--- config.mk ---
export PLATFORM = sky130hd
export DESIGN_NAME = fixed_point_line_rasterizer_top
export DESIGN_NICKNAME = d
export VERILOG_FILES = /design/src/hw/rtl/fplr_pkg.sv /design/src/hw/rtl/fplr_ctrl.sv /design/src/hw/rtl/fplr_datapath.sv /design/src/hw/rtl/fixed_point_line_rasterizer_top.sv
export VERILOG_INCLUDE_DIRS = /design/src /design/src/hw/rtl
export SDC_FILE = /design/constraint.sdc
export NUM_CORES = 1
export LEC_CHECK = 0
export BUFFER_PORTS_ARGS = -buffer_cell sky130_fd_sc_hd__buf_2
export CORE_ASPECT_RATIO = 0.8
export CORE_MARGIN = 2
export CORE_UTILIZATION = 54
export CTS_CLUSTER_SIZE = 16
export DETAILED_ROUTE_END_ITERATION = 6
export GPL_TIMING_DRIVEN = 0
export PLACE_DENSITY = 0.89
export SLEW_MARGIN = 40
export SYNTH_ARGS = -nofsm -noshare
export SYNTH_HDL_FRONTEND = slang
export SYNTH_SLANG_ARGS = --single-unit
--- constraint.sdc ---
create_clock -name clk -period 4.8 [get_ports clk]
set_input_delay 0.48 -clock clk [delete_from_list [all_inputs] [get_ports clk]]
set_output_delay 0.48 -clock clk [all_outputs]
set_load 0.05 [all_outputs]
--- src/hw/rtl/fixed_point_line_rasterizer_top_macros.svh ---
// Assertion macros used by the line rasterizer controller RTL.
`ifndef FIXED_POINT_LINE_RASTERIZER_TOP_MACROS_SVH
`define FIXED_POINT_LINE_RASTERIZER_TOP_MACROS_SVH

// Same-cycle implication, checked outside reset.
`define FPLR_ASSERT_IMPL(label, clk, rst, ante, cons) \
  label: assert property (@(posedge clk) disable iff (rst) (ante) |-> (cons)) \
    else $error("fplr: implication check failed");

// Next-cycle implication, checked outside reset.
`define FPLR_ASSERT_NEXT(label, clk, rst, ante, cons) \
  label: assert property (@(posedge clk) disable iff (rst) (ante) |=> (cons)) \
    else $error("fplr: next-cycle check failed");

`endif

--- src/hw/rtl/fplr_pkg.sv ---
`timescale 1ns / 1ps
package fplr_pkg;

  // Port field widths
  localparam int IN_COORD_W  = 6;
  localparam int COLOR_W     = 32;
  localparam int ADDR_W      = 12;
  localparam int WIDTH_W     = 7;
  localparam int IN_TDATA_W  = 4 * IN_COORD_W + COLOR_W;
  localparam int OUT_TDATA_W = ADDR_W + 2 * IN_COORD_W + COLOR_W;

  localparam logic [WIDTH_W-1:0] FB_WIDTH_RESET = 7'd64;

  typedef enum logic [3:0] {
    ST_IDLE = 4'b0001,
    ST_DIV  = 4'b0010,
    ST_LOAD = 4'b0100,
    ST_EMIT = 4'b1000
  } state_t;

  // Controller to datapath
  typedef struct packed {
    logic start;     // capture command, set up divider and accumulator
    logic div_step;  // one restoring division step
    logic emit;      // load output register, advance along the line
  } cmd_t;

  // Datapath to controller
  typedef struct packed {
    logic div_last;  // current division step is the final one
    logic out_last;  // output register holds the final pixel
  } sts_t;

endpackage

--- src/hw/rtl/fplr_ctrl.sv ---
`timescale 1ns / 1ps
`include "fixed_point_line_rasterizer_top_macros.svh"
module fplr_ctrl
  import fplr_pkg::*;
(
  input  logic clk,
  input  logic rst,
  input  logic s_tvalid,
  output logic s_tready,
  output logic m_tvalid,
  input  logic m_tready,
  output cmd_t cmd,
  input  sts_t sts
);

  state_t state;
  state_t state_next;

  assign s_tready = (state == ST_IDLE);
  assign m_tvalid = (state == ST_EMIT);

  always_comb begin
    state_next   = state;
    cmd.start    = 1'b0;
    cmd.div_step = 1'b0;
    cmd.emit     = 1'b0;
    case (state)
      ST_IDLE: begin
        if (s_tvalid) begin
          cmd.start  = 1'b1;
          state_next = ST_DIV;
        end
      end
      ST_DIV: begin
        cmd.div_step = 1'b1;
        if (sts.div_last) begin
          state_next = ST_LOAD;
        end
      end
      ST_LOAD: begin
        cmd.emit   = 1'b1;
        state_next = ST_EMIT;
      end
      ST_EMIT: begin
        if (m_tready) begin
          if (sts.out_last) begin
            state_next = ST_IDLE;
          end else begin
            cmd.emit = 1'b1;
          end
        end
      end
      default: begin
        state_next = ST_IDLE;
      end
    endcase
  end

  always_ff @(posedge clk) begin
    if (rst) begin
      state <= ST_IDLE;
    end else begin
      state <= state_next;
    end
  end

  `FPLR_ASSERT_NEXT(a_accept_to_div, clk, rst, s_tvalid && s_tready, state == ST_DIV)
  `FPLR_ASSERT_NEXT(a_div_to_load, clk, rst, state == ST_DIV && sts.div_last, state == ST_LOAD)
  `FPLR_ASSERT_NEXT(a_load_to_emit, clk, rst, state == ST_LOAD, m_tvalid)
  `FPLR_ASSERT_NEXT(a_last_to_idle, clk, rst, m_tvalid && m_tready && sts.out_last, s_tready)
  `FPLR_ASSERT_IMPL(a_emit_only_out, clk, rst, cmd.emit, state == ST_LOAD || m_tready)

endmodule

--- src/hw/rtl/fplr_datapath.sv ---
`timescale 1ns / 1ps
module fplr_datapath
  import fplr_pkg::*;
#(
  parameter int COORD_BITS = 6,
  parameter int FRAC_BITS  = 16,
  parameter int COLOR_BITS = 32
) (
  input  logic                   clk,
  input  logic                   rst,
  input  logic                   cfg_wr_en,
  input  logic [WIDTH_W-1:0]     cfg_wr_data,
  input  logic [IN_TDATA_W-1:0]  s_tdata,
  output logic [OUT_TDATA_W-1:0] m_tdata,
  output logic                   m_tlast,
  input  cmd_t                   cmd,
  output sts_t                   sts
);

  localparam int ACC_W  = COORD_BITS + FRAC_BITS;
  localparam int DCNT_W = $clog2(ACC_W);
  localparam int PROD_W = IN_COORD_W + WIDTH_W;
  localparam logic [COLOR_W-1:0] COLOR_MASK = COLOR_W'((64'd1 << COLOR_BITS) - 64'd1);

  // Command decode
  logic [COORD_BITS-1:0] sx, sy, ex, ey;
  logic [COORD_BITS-1:0] adx, ady;
  logic                  ymaj_in;
  logic [COORD_BITS-1:0] amaj_in, nmag_in, mstart_in, nstart_in;
  logic                  dir_neg_in, nspan_neg_in;

  assign sx = s_tdata[COORD_BITS-1:0];
  assign sy = s_tdata[IN_COORD_W +: COORD_BITS];
  assign ex = s_tdata[2*IN_COORD_W +: COORD_BITS];
  assign ey = s_tdata[3*IN_COORD_W +: COORD_BITS];

  always_comb begin
    adx          = (ex >= sx) ? (ex - sx) : (sx - ex);
    ady          = (ey >= sy) ? (ey - sy) : (sy - ey);
    ymaj_in      = (ady > adx);
    amaj_in      = ymaj_in ? ady : adx;
    nmag_in      = ymaj_in ? adx : ady;
    mstart_in    = ymaj_in ? sy : sx;
    nstart_in    = ymaj_in ? sx : sy;
    dir_neg_in   = ymaj_in ? (ey < sy) : (ex < sx);
    nspan_neg_in = ymaj_in ? (ex < sx) : (ey < sy);
  end

  // Line state
  logic [WIDTH_W-1:0]    fb_width;
  logic                  ymaj;
  logic                  dir_neg;
  logic                  step_neg;
  logic                  step_zero;
  logic [COORD_BITS-1:0] amaj;
  logic [COORD_BITS-1:0] count;
  logic [COORD_BITS-1:0] maj;
  logic [ACC_W-1:0]      acc;
  logic [COLOR_W-1:0]    color;

  // Divider: dividend shifts out of dq while quotient bits shift in
  logic [ACC_W-1:0]      dq;
  logic [COORD_BITS-1:0] rem;
  logic [DCNT_W-1:0]     div_cnt;
  logic [COORD_BITS:0]   shifted;
  logic [COORD_BITS:0]   diff;
  logic                  ge;

  always_comb begin
    shifted = {rem, dq[ACC_W-1]};
    ge      = (shifted >= {1'b0, amaj});
    diff    = shifted - {1'b0, amaj};
  end

  // Pixel at the current position
  logic [ACC_W-1:0]      step;
  logic [COORD_BITS-1:0] mn, px, py;
  logic [PROD_W-1:0]     prod;
  logic [ADDR_W-1:0]     addr;

  always_comb begin
    step = step_zero ? '0 : (step_neg ? (-dq) : dq);
    mn   = acc[ACC_W-1:FRAC_BITS];
    px   = ymaj ? mn : maj;
    py   = ymaj ? maj : mn;
    prod = PROD_W'(py) * PROD_W'(fb_width);
    addr = ADDR_W'(prod + PROD_W'(px));
  end

  // Output register
  logic [ADDR_W-1:0]     out_addr;
  logic [IN_COORD_W-1:0] out_x, out_y;
  logic [COLOR_W-1:0]    out_color;
  logic                  out_last;

  always_ff @(posedge clk) begin
    if (rst) begin
      fb_width <= FB_WIDTH_RESET;
    end else if (cfg_wr_en) begin
      fb_width <= cfg_wr_data;
    end
  end

  always_ff @(posedge clk) begin
    if (cmd.start) begin
      ymaj      <= ymaj_in;
      dir_neg   <= dir_neg_in;
      step_neg  <= nspan_neg_in;
      step_zero <= (amaj_in == '0);
      amaj      <= amaj_in;
      count     <= amaj_in;
      maj       <= mstart_in;
      acc       <= {nstart_in, 1'b1, {(FRAC_BITS-1){1'b0}}};
      color     <= s_tdata[4*IN_COORD_W +: COLOR_W] & COLOR_MASK;
      dq        <= {nmag_in, {FRAC_BITS{1'b0}}};
      rem       <= '0;
      div_cnt   <= DCNT_W'(ACC_W - 1);
    end else if (cmd.div_step) begin
      rem     <= ge ? diff[COORD_BITS-1:0] : shifted[COORD_BITS-1:0];
      dq      <= {dq[ACC_W-2:0], ge};
      div_cnt <= div_cnt - 1'b1;
    end else if (cmd.emit) begin
      out_addr  <= addr;
      out_x     <= IN_COORD_W'(px);
      out_y     <= IN_COORD_W'(py);
      out_color <= color;
      out_last  <= (count == '0);
      count     <= count - 1'b1;
      maj       <= dir_neg ? (maj - 1'b1) : (maj + 1'b1);
      acc       <= acc + step;
    end
  end

  assign sts.div_last = (div_cnt == '0);
  assign sts.out_last = out_last;
  assign m_tdata      = {out_color, out_y, out_x, out_addr};
  assign m_tlast      = out_last;

endmodule

--- src/hw/rtl/fixed_point_line_rasterizer_top.sv ---
`timescale 1ns / 1ps
// Each accepted command first runs the bit-serial slope divider (one quotient bit a cycle),
// then emits one pixel per cycle while m_tready is high; a pixel that is not taken is held in
// the output register until m_tready rises.
// Commands are taken one at a time; the next is accepted the cycle after the last pixel leaves.
// Reset (rst, synchronous, active high) idles the controller and sets fb_width to 64.
module fixed_point_line_rasterizer_top
  import fplr_pkg::*;
#(
  parameter int COORD_BITS = 6,   // coordinate bits used, 2 to 6
  parameter int FRAC_BITS  = 16,  // fraction bits of the minor-axis accumulator, 8 to 16
  parameter int COLOR_BITS = 32   // color bits passed through, 1 to 32
) (
  input  logic                   clk,
  input  logic                   rst,
  // fb_width register write
  input  logic                   cfg_wr_en,
  input  logic [WIDTH_W-1:0]     cfg_wr_data,
  // Line command in
  input  logic                   s_tvalid,
  output logic                   s_tready,
  input  logic [IN_TDATA_W-1:0]  s_tdata,   // start_x, start_y, end_x, end_y, pixel_color
  // Pixel write out
  output logic                   m_tvalid,
  input  logic                   m_tready,
  output logic [OUT_TDATA_W-1:0] m_tdata,   // pixel_addr, pixel_x, pixel_y, write_color
  output logic                   m_tlast    // last_pixel
);

  // The controller sequences each command through three phases:
  //   capture  - decode the endpoints, pick the major axis, preload the divider
  //   divide   - restoring division of (minor span << FRAC_BITS) by the major span
  //   emit     - step the major coordinate, add the slope to the COORD_BITS.FRAC_BITS
  //              (6.16 by default) accumulator, and hold each pixel in the output register until taken
  cmd_t cmd;
  sts_t sts;

  fplr_ctrl u_ctrl (
    .clk      (clk),
    .rst      (rst),
    .s_tvalid (s_tvalid),
    .s_tready (s_tready),
    .m_tvalid (m_tvalid),
    .m_tready (m_tready),
    .cmd      (cmd),
    .sts      (sts)
  );

  // Datapath holds the width register, the divider, the accumulator and the
  // output register; address is y times fb_width plus x, wrapped to 12 bits.
  fplr_datapath #(
    .COORD_BITS (COORD_BITS),
    .FRAC_BITS  (FRAC_BITS),
    .COLOR_BITS (COLOR_BITS)
  ) u_datapath (
    .clk         (clk),
    .rst         (rst),
    .cfg_wr_en   (cfg_wr_en),
    .cfg_wr_data (cfg_wr_data),
    .s_tdata     (s_tdata),
    .m_tdata     (m_tdata),
    .m_tlast     (m_tlast),
    .cmd         (cmd),
    .sts         (sts)
  );

endmodule
; After elaboration in Yosys (flattened, before gate mapping)
; Cells that the tools add are included.
[word_totals]
regBits = 177
in_bits = 68
output_inout_bits = 59
elab_cells = 96
[op_classes]
n_addsub = 12
multipliers = 1
n_lt_le_gt_ge = 6
n_eq_ne = 9
mux = 36
bitwise = 2
n_reduce_logical = 9
[ops]
columns = op, n
row1 = $mux 22, 7
row2 = $mux 6, 16
row3 = $sub 6x6->6, 5
row4 = $add 22x22->22, 1
row5 = $neg 22->22, 1
row6 = $mux 4, 4
row7 = $pmux 4 s4, 1
row8 = $add 12x6->12, 1
row9 = $ge 6x6->1, 2
row10 = $logic_not 6->1, 2
row11 = $lt 6x6->1, 2
row12 = $mul 6x7->12, 1
row13 = $sub 6x1->6 const B, 2
row14 = $ge 7x6->1, 1
row15 = $mux 1, 7
row16 = $add 6x1->6 const B, 1
row17 = $gt 6x6->1, 1
row18 = $ne 2x1->1 const B, 3
row19 = $logic_not 5->1, 1
row20 = $sub 5x1->5 const B, 1
row21 = $eq 4x1->1 const B, 1
row22 = $eq 4x2->1 const B, 1
row23 = $eq 4x3->1 const B, 1
row24 = $eq 4x4->1 const B, 1
row25 = other kinds (7), 11

; Longest topological paths before layout
; Gate-level depths: netlist of run 1.
[logic_depth]
depth_word = 7
mapped_depth = 19

; Hierarchy
; Synthesis of run 1 repeated with hierarchy kept, for this count alone.
[hier_totals]
cells_unflattened = 1058
area_unflattened_um2 = 11197.0
[by_module_without_submodules]
columns = module, n_inst, cells_each, area_per_inst_um2, seq_area_each_um2
row1 = fplr_datapath, 1, 1030, 10950.5, 4694.5
row2 = fplr_ctrl, 1, 28, 246.5, 80.1

; Least setup slack after synthesis of run 1
; Ideal clock, no wire load.
[synth_timing]
path_type = flip-flop to flip-flop
start = register u_ctrl.state[0]
end = register u_datapath.amaj[0] (enable)
setup_time_ns = 0.423
arrival_time_ns = 4.472
required_ns = 4.377
setup_slack_ns = -0.095
path_stages_with_launch = 6
synth_period_minus_slack_ns = 4.895
cell_sequence = dfxtp_1 -> clkbuf_1 -> nor4b_1 -> nand2_1 -> inv_2 -> clkbuf_1
[synth_rtl]
columns = element, line_no
row1 = start: declaration, fplr_ctrl.sv:16  ; state_t state;
row2 = start signal: assignment, fplr_ctrl.sv:63  ; state <= state_next;
row3 = end signal: assignment, fplr_datapath.sv:110  ; amaj <= amaj_in;
row4 = end: declaration, fplr_datapath.sv:55  ; logic [COORD_BITS-1:0] amaj;

; Worst setup path after layout of run 1
[layout_timing]
start = register u_datapath.ymaj
end = register u_datapath.out_addr[11], data pin
[layout_via]
elab_chain_cells = 3
elab_cells_between_ends = 4
cone_classes = add/sub: 1 / mul: 1 / mux: 2
[layout_rtl]
columns = element, line_no
row1 = start: declaration, fplr_datapath.sv:51  ; logic ymaj;
row2 = start signal: assignment, fplr_datapath.sv:106  ; ymaj <= ymaj_in;
row3 = $mux 6, fplr_datapath.sv:85  ; py = ymaj ? maj : mn;
row4 = net u_datapath.py[3], fplr_datapath.sv:77  ; logic [COORD_BITS-1:0] mn, px, py;
row5 = $mul 6x7->12, fplr_datapath.sv:86  ; prod = PROD_W'(py) * PROD_W'(fb_width);
row6 = $add 12x6->12, fplr_datapath.sv:87  ; addr = ADDR_W'(prod + PROD_W'(px));
row7 = net u_datapath.addr[11], fplr_datapath.sv:79  ; logic [ADDR_W-1:0] addr;
row8 = end signal: assignment, fplr_datapath.sv:123  ; out_addr <= addr;
row9 = end: declaration, fplr_datapath.sv:91  ; logic [ADDR_W-1:0] out_addr;
; The timed path passes the listed nets, and every way through them passes these cells.
; A chain may end at the register's enable or synchronous reset.

==> run summary, run 1 <==
Seq cells post-synth - 177
critical-path cell list - buf_6 -> mux2_4 -> nand2_2 -> fa_1 -> fa_1 -> fa_1 -> inv_1 -> fa_1 -> ha_4 -> nor2b_1 -> o21a_1 -> o41ai_4 -> o21ai_2 -> xnor2_1
hpwl dp - 19,800 um
Ports - 127
Starting Density - 55.5%
fin worst setup slack - -0.0291 ns
initial antenna violation count - 0
PwrDens - 418 mW/mm2
ys flop type - edfxtp_1
CP endpoint kind - register
CTS Root Buffer Type - clkbuf_16
Critical Path Slowest Stage Cell - fa_1
maximum vdd drop - 234 uV
critical path class - reg -> reg
origin of the worst setup path - u_datapath.ymaj$_DFFE_PP_
CP Buf/Inv Count - 2
Tot Pwr - 5.42 mW
share of cells above drive strength 1 - 17.1%
clock sinks - 177
net count after synthesis - 1,269
vias in the first global route - 8,530
Rel. slew slack - 44.6%
fin cells - 1,512
WP data required - 4.99 ns
crit-path leading delay family - adder cells
CTS tree - done
Mapped Cells - 1,078
routability cong. - 0.964
num rows - 46
Leakage - 5.65 nW
first-pass GRT wire length - 44,500 um
Layout area overhead - 16.9%
Warnings, synthesis - 0
Core Region - 0.0200 mm2
endpoints failing setup - 1
Num CTS Buffers - 17
post-layout instance area - 0.0130 mm2
Tcrit/Tclk final - 101%
final hold vios - 0
filler cell count - 1,432
placed insts - 1,469
post-route core utilization - 64.9%
Clock Tree Buf Depth - 2
die height - 132 um
largest net degree at the start of global routing - 48
CTS clock-pin slew for the worst setup and hold paths - 0.09 ns
Crit Reg-Reg Startpoint - u_datapath.ymaj$_DFFE_PP_
Max-Cap Viols - 0
Congestion Overflow GR - 0
Mapped Avg Cell Area - 10.3 um2
Sequential Area - 0.00477 mm2
Clock Latency Late Sink - 0.45 ns
die area - 0.0217 mm2
via/cell ratio - 6.16
Async SR Flop Fraction - 0%
Synth top area share - 33.3%
most frequent CP cell - fa_1
measured slew at the worst slew-check pin - 0.832 ns
mapped cell area - 0.0111 mm2
sequential fraction of the synthesis area - 43.1%
worst hold path class - in -> reg
Worst Setup Start Kind - register
overall die width - 164 um
DR pass1 iterations - 6
vias - 9,316
status - finished, violations left
EDFF count, synth - 123
Yosys top cell by area - edfxtp_1
DP Area - 0.0121 mm2
Critical Path Max Stage Delay - 0.55 ns
hold_buf cts - 0
critical path data arrival time - 5.02 ns
dominant cells by area after synthesis - edfxtp_1, ha_1, dfxtp_1, fa_1, mux2i_1
ant diodes - 0
Post-layout nets - 1,426
Slew Limit Fails - 0
Detailed Route WL - 29,800 um
setup total negative slack - -0.0291 ns
GRT Util Overall - 26.2%
critical path fanouts, max - 6
Tmin final - 4.83 ns
area of the multi-input gates - 0.00594 mm2
Unique masters post-synth - 69
Final ANT Viol Nets - 0
initial DRC count - 1,120
CTS H-tree lvls - 4
I/O Buffers - 125
Setup Skew - 0.0118 ns
failing checks - setup timing
Remaining DRCs - 0
hold path start - s_tdata[48]
DR WL/cell - 19.7 um
fmax - 207 MHz
[cells in the mapped netlist (8+ instances only)]
cell        n
nor2_1     71
inv_1      94
nor4_1      8
o21ai_0    45
mux2i_1    44
dfxtp_1    54
o21ai_1    16
clkbuf_1   32
xor2_1     30
nor3_1     16
ha_1       93
nand2_1    85
mux2_2     12
a21o_1     17
edfxtp_1  123
nor2b_1     8
and2_1     35
o31ai_1    11
a21oi_1    63
a22o_1      8
xnor2_1    30
fa_1       30
nand3_1    37
[repair_timing]
action,CTS,global route
pin swaps,0,11
resized for setup,9,21
hold endpoints to repair,0,0
gates cloned,0,0
endpoints found under the setup margin,11,19
buffers inserted,1,12
[routing by layer]
metal,up-vias,share of wire [%],track usage [%]
li1,4176,-,-
met1,4458,40,36.6
met2,559,45,40.7
met3,123,10,5.35
met4,0,3.9,9.02
met5,-,0,0
[flip-flops by register name (all words and copies together), names as in the netlist, 7 cells and up]
register              count
u_datapath.fb_width       7
u_datapath.out_color     32
u_datapath.dq            22
u_datapath.out_addr      12
u_datapath.color         32
u_datapath.acc           22
[stage by stage]
step | hold WS (ns) | setup slack, ns
floorplan | 0.400 | 0.0944
detailed placement | 0.405 | -0.640
finish | 0.197 | -0.0291
global placement | 0.400 | -0.532
global route | 0.188 | -0.0676
CTS | 0.192 | -0.0353
[cell families (layout without fill, tap and decap cells)]
| family | count (synthesis) | after routing | share of synthesized area, % |
|---|---|---|---|
| and+or+nand+nor | 308 | 308 | 13.6 |
| AOI/OAI and AO/OA | 223 | 223 | 13.0 |
| DFF | 177 | 177 | 43.1 |
| buffers and inverters | 131 | 301 | 4.45 |
| adders and majority gates | 123 | 123 | 15.9 |
| xor gates and xnor gates | 60 | 60 | 4.74 |
| muxes | 56 | 56 | 5.19 |
[cells in the final DEF (no fill, tap or decap), drive strengths merged, types with 8 or more instances in the layout]
| cell type | count |
|---|---|
| edfxtp | 123 |
| nor2b | 8 |
| fa | 30 |
| a22o | 8 |
| xor2 | 30 |
| buf | 144 |
| nor2 | 71 |
| o31ai | 11 |
| xnor2 | 30 |
| mux2 | 12 |
| ha | 93 |
| mux2i | 44 |
| nand3 | 37 |
| and2 | 35 |
| clkinv | 8 |
| a21o | 17 |
| o21ai | 61 |
| dfxtp | 54 |
| a21oi | 63 |
| nor4 | 8 |
| nand2 | 85 |
| clkbuf | 46 |
| inv | 103 |
| nor3 | 16 |
[power by group]
part	internal, mW	switching [mW]
combinational	0.847	1.19
clock	0.728	0.747
sequential	1.82	0.0860
[final cells by class]
| type | count | area share (%) |
|---|---|---|
| inverters | 96 | 2.80 |
| multi-input cells | 770 | 45.8 |
| flip-flops and latches | 177 | 36.8 |
| well taps | 264 | 2.55 |
| clock inverters | 15 | 1.69 |
| clock buffers | 17 | 3.28 |
| repair buffers | 140 | 5.95 |
| plain buffers | 33 | 1.07 |
[path summary, 6_finish.rpt]
| path | endpoint | slack (ns) | cells past startpoint |
|---|---|---|---|
| setup reg to reg | u_datapath.out_addr[11]$_DFFE_PP_ | -0.03 | 14 |
| hold / removal | u_datapath.color[24]$_DFFE_PP_ | 0.20 | 1 |
| setup / recovery | u_datapath.out_addr[11]$_DFFE_PP_ | -0.03 | 14 |
| hold reg to reg | u_datapath.out_color[9]$_DFFE_PP_ | 0.42 | 0 |
(Power assumes the default switching activity.)
==> inputs of run 2 (changes only) <==
--- a/config.mk
+++ b/config.mk
@@ -9,11 +9,11 @@
 export BUFFER_PORTS_ARGS = -buffer_cell sky130_fd_sc_hd__buf_2
 export CORE_ASPECT_RATIO = 0.8
 export CORE_MARGIN = 2
-export CORE_UTILIZATION = 54
+export CORE_UTILIZATION = 55
 export CTS_CLUSTER_SIZE = 16
 export DETAILED_ROUTE_END_ITERATION = 6
 export GPL_TIMING_DRIVEN = 0
-export PLACE_DENSITY = 0.89
+export PLACE_DENSITY = 0.87
 export SLEW_MARGIN = 40
 export SYNTH_ARGS = -nofsm -noshare
 export SYNTH_HDL_FRONTEND = slang
==> constraint.sdc (replaced) <==
create_clock -name clk -period 4.5 [get_ports clk]
set_input_delay 0.45 -clock clk [delete_from_list [all_inputs] [get_ports clk]]
set_output_delay 0.45 -clock clk [all_outputs]
set_load 0.05 [all_outputs]
==> run summary, run 2 (synthesis gave the netlist of run 1 again) <==
endpoints failing setup - 1
Clock Latency Late Sink - 0.45 ns
worst hold path class - in -> reg
share of cells above drive strength 1 - 18.2%
hold path cells - 1
most frequent CP cell - fa_1
DP Area - 0.0121 mm2
initial DRC count - 942
Leakage - 5.66 nW
clock sinks - 177
Tcrit/Tclk final - 100%
hpwl dp - 20,200 um
fin cells - 1,511
CTS H-tree lvls - 4
Rel. slew slack - 44.9%
Num CTS Buffers - 17
die area - 0.0213 mm2
gr busiest metal - met2
final hold vios - 0
PwrDens - 446 mW/mm2
die height - 131 um
hold_buf cts - 0
Core Region - 0.0198 mm2
critical path fanouts, max - 5
Starting Density - 56.0%
I/O Buffers - 125
Critical Path Max Stage Delay - 0.57 ns
largest net degree at the start of global routing - 48
Hold WS - 0.166 ns
leading cell type in the layout, fill and taps excluded - buf_2
Sequential Area - 0.00477 mm2
Detailed Route WL - 28,600 um
CTS tree - done
WP data required - 4.70 ns
DR WL/cell - 18.9 um
Tmin final - 4.50 ns
critical path class - reg -> reg
met1 Usage GRT - 36.0%
critical-path cell list - clkbuf_8 -> mux2_4 -> and2_4 -> fa_1 -> ha_2 -> inv_2 -> fa_1 -> fa_1 -> inv_2 -> ha_4 -> a21oi_4 -> nor2b_1 -> o21a_1 -> o41ai_4 -> o21ai_2 -> xnor2_1
Post-layout nets - 1,425
Final ANT Viol Nets - 0
Remaining DRCs - 4
maximum vdd drop - 326 uV
CTS clock-pin slew for the worst setup and hold paths - 0.09 ns
area of the multi-input gates - 0.00601 mm2
failing checks - DRC, setup timing
Endpoint, Worst Hold - u_datapath.color[17]$_DFFE_PP_
initial antenna violation count - 0
CTS Root Buffer Type - clkbuf_16
Top Registers - u_datapath.color x32, u_datapath.out_color x32
Worst Setup Start Kind - register
post-layout instance area - 0.0130 mm2
most frequent cells in the layout - buf_2, edfxtp_1, inv_1
status - finished, violations left
Crit Reg-Reg Startpoint - u_datapath.ymaj$_DFFE_PP_
fin worst setup slack - -0.000237 ns
ant diodes - 0
num rows - 46
Layout area overhead - 17.5%
filler cell count - 1,451
vias - 9,139
Max-Cap Viols - 0
Ports - 127
GRT Util Overall - 26.7%
DR pass1 iterations - 7
CP endpoint kind - register
fmax - 222 MHz
setup total negative slack - -0.000237 ns
vias in the first global route - 8,782
reg-to-reg setup timing slack - -0.0002 ns
overall die width - 163 um
routability cong. - 0.927
via/cell ratio - 6.05
measured slew at the worst slew-check pin - 0.826 ns
first-pass GRT wire length - 44,200 um
Setup Skew - 0.0124 ns
critical path data arrival time - 4.70 ns
met2 usage - 43.4%
met3 usage - 5.11%
Clock Tree Buf Depth - 2
worst r2r dst - u_datapath.out_addr[11]$_DFFE_PP_
Slew Limit Fails - 0
Critical Path Slowest Stage Cell - fa_1
Congestion Overflow GR - 0
unrepaired setup endpoints after global routing - yes
depth of the most critical reg-to-reg path - 16
placed insts - 1,469
hold path start - s_tdata[41]
run 2: cell type report:
type,count,share of cell area (%)
multi-input combinational,770,46.1
sequential,177,36.7
timing repair buffer,139,5.83
clock buffer,17,3.27
inverter,96,2.79
tap,264,2.54
clock inverter,15,1.64
buffer,33,1.13
run 2: power by group:
group	internal [mW]	switching [mW]
logic	0.949	1.26
clock network	0.779	0.803
registers	1.94	0.0802
total	3.67	2.14
run 2: worst max path at each step:
| stage | from | endpoint | cells after the start |
|---|---|---|---|
| floorplan | u_datapath.ymaj$_DFFE_PP_ | u_datapath.out_addr[11]$_DFFE_PP_ | 16 |
| global placement | s_tdata[2] | u_datapath.acc[17]$_DFFE_PP_ | 18 |
| detailed placement | s_tdata[2] | u_datapath.acc[17]$_DFFE_PP_ | 18 |
| CTS | u_datapath.ymaj$_DFFE_PP_ | u_datapath.out_addr[11]$_DFFE_PP_ | 17 |
| global route | u_datapath.ymaj$_DFFE_PP_ | u_datapath.out_addr[11]$_DFFE_PP_ | 16 |
| finish | u_datapath.ymaj$_DFFE_PP_ | u_datapath.out_addr[11]$_DFFE_PP_ | 16 |
run 2: per-stage QoR:
stage / setup slack, ns / total power, mW / utilization, %
after global routing: -0.103 / 6.06 / 65.8
final: -0.000237 / 5.81 / 65.8
after global placement: -0.771 / 3.80 / 60.9
after floorplan: 0.0220 / 3.42 / -
after detailed placement: -0.913 / 3.90 / 61.1
after CTS: -0.0235 / 5.62 / 65.1
run 2: routing by layer:
metal | part of all wire, % | up-vias
li1 | - | 4186
met1 | 42 | 4393
met2 | 46 | 484
met3 | 9.2 | 76
met4 | 2.6 | 0
met5 | 0 | -
run 2: what timing repair did:
item                       4_1_cts  5_1_grt
buffers inserted                 7        5
setup endpoints to repair       16       25
resized for setup               20       26
pin swaps                        9       15
cloned                           0        0
run 2: worst max-delay path, delay by kind of cell, from the launching register on:
kind,cells,cell delay (ns)
flops,1,0.44
xor+xnor,1,0.13
compound gates,4,0.75
mux,1,0.35
fa+ha+maj,5,2.05
simple gates,2,0.24
buf+inv,3,0.28
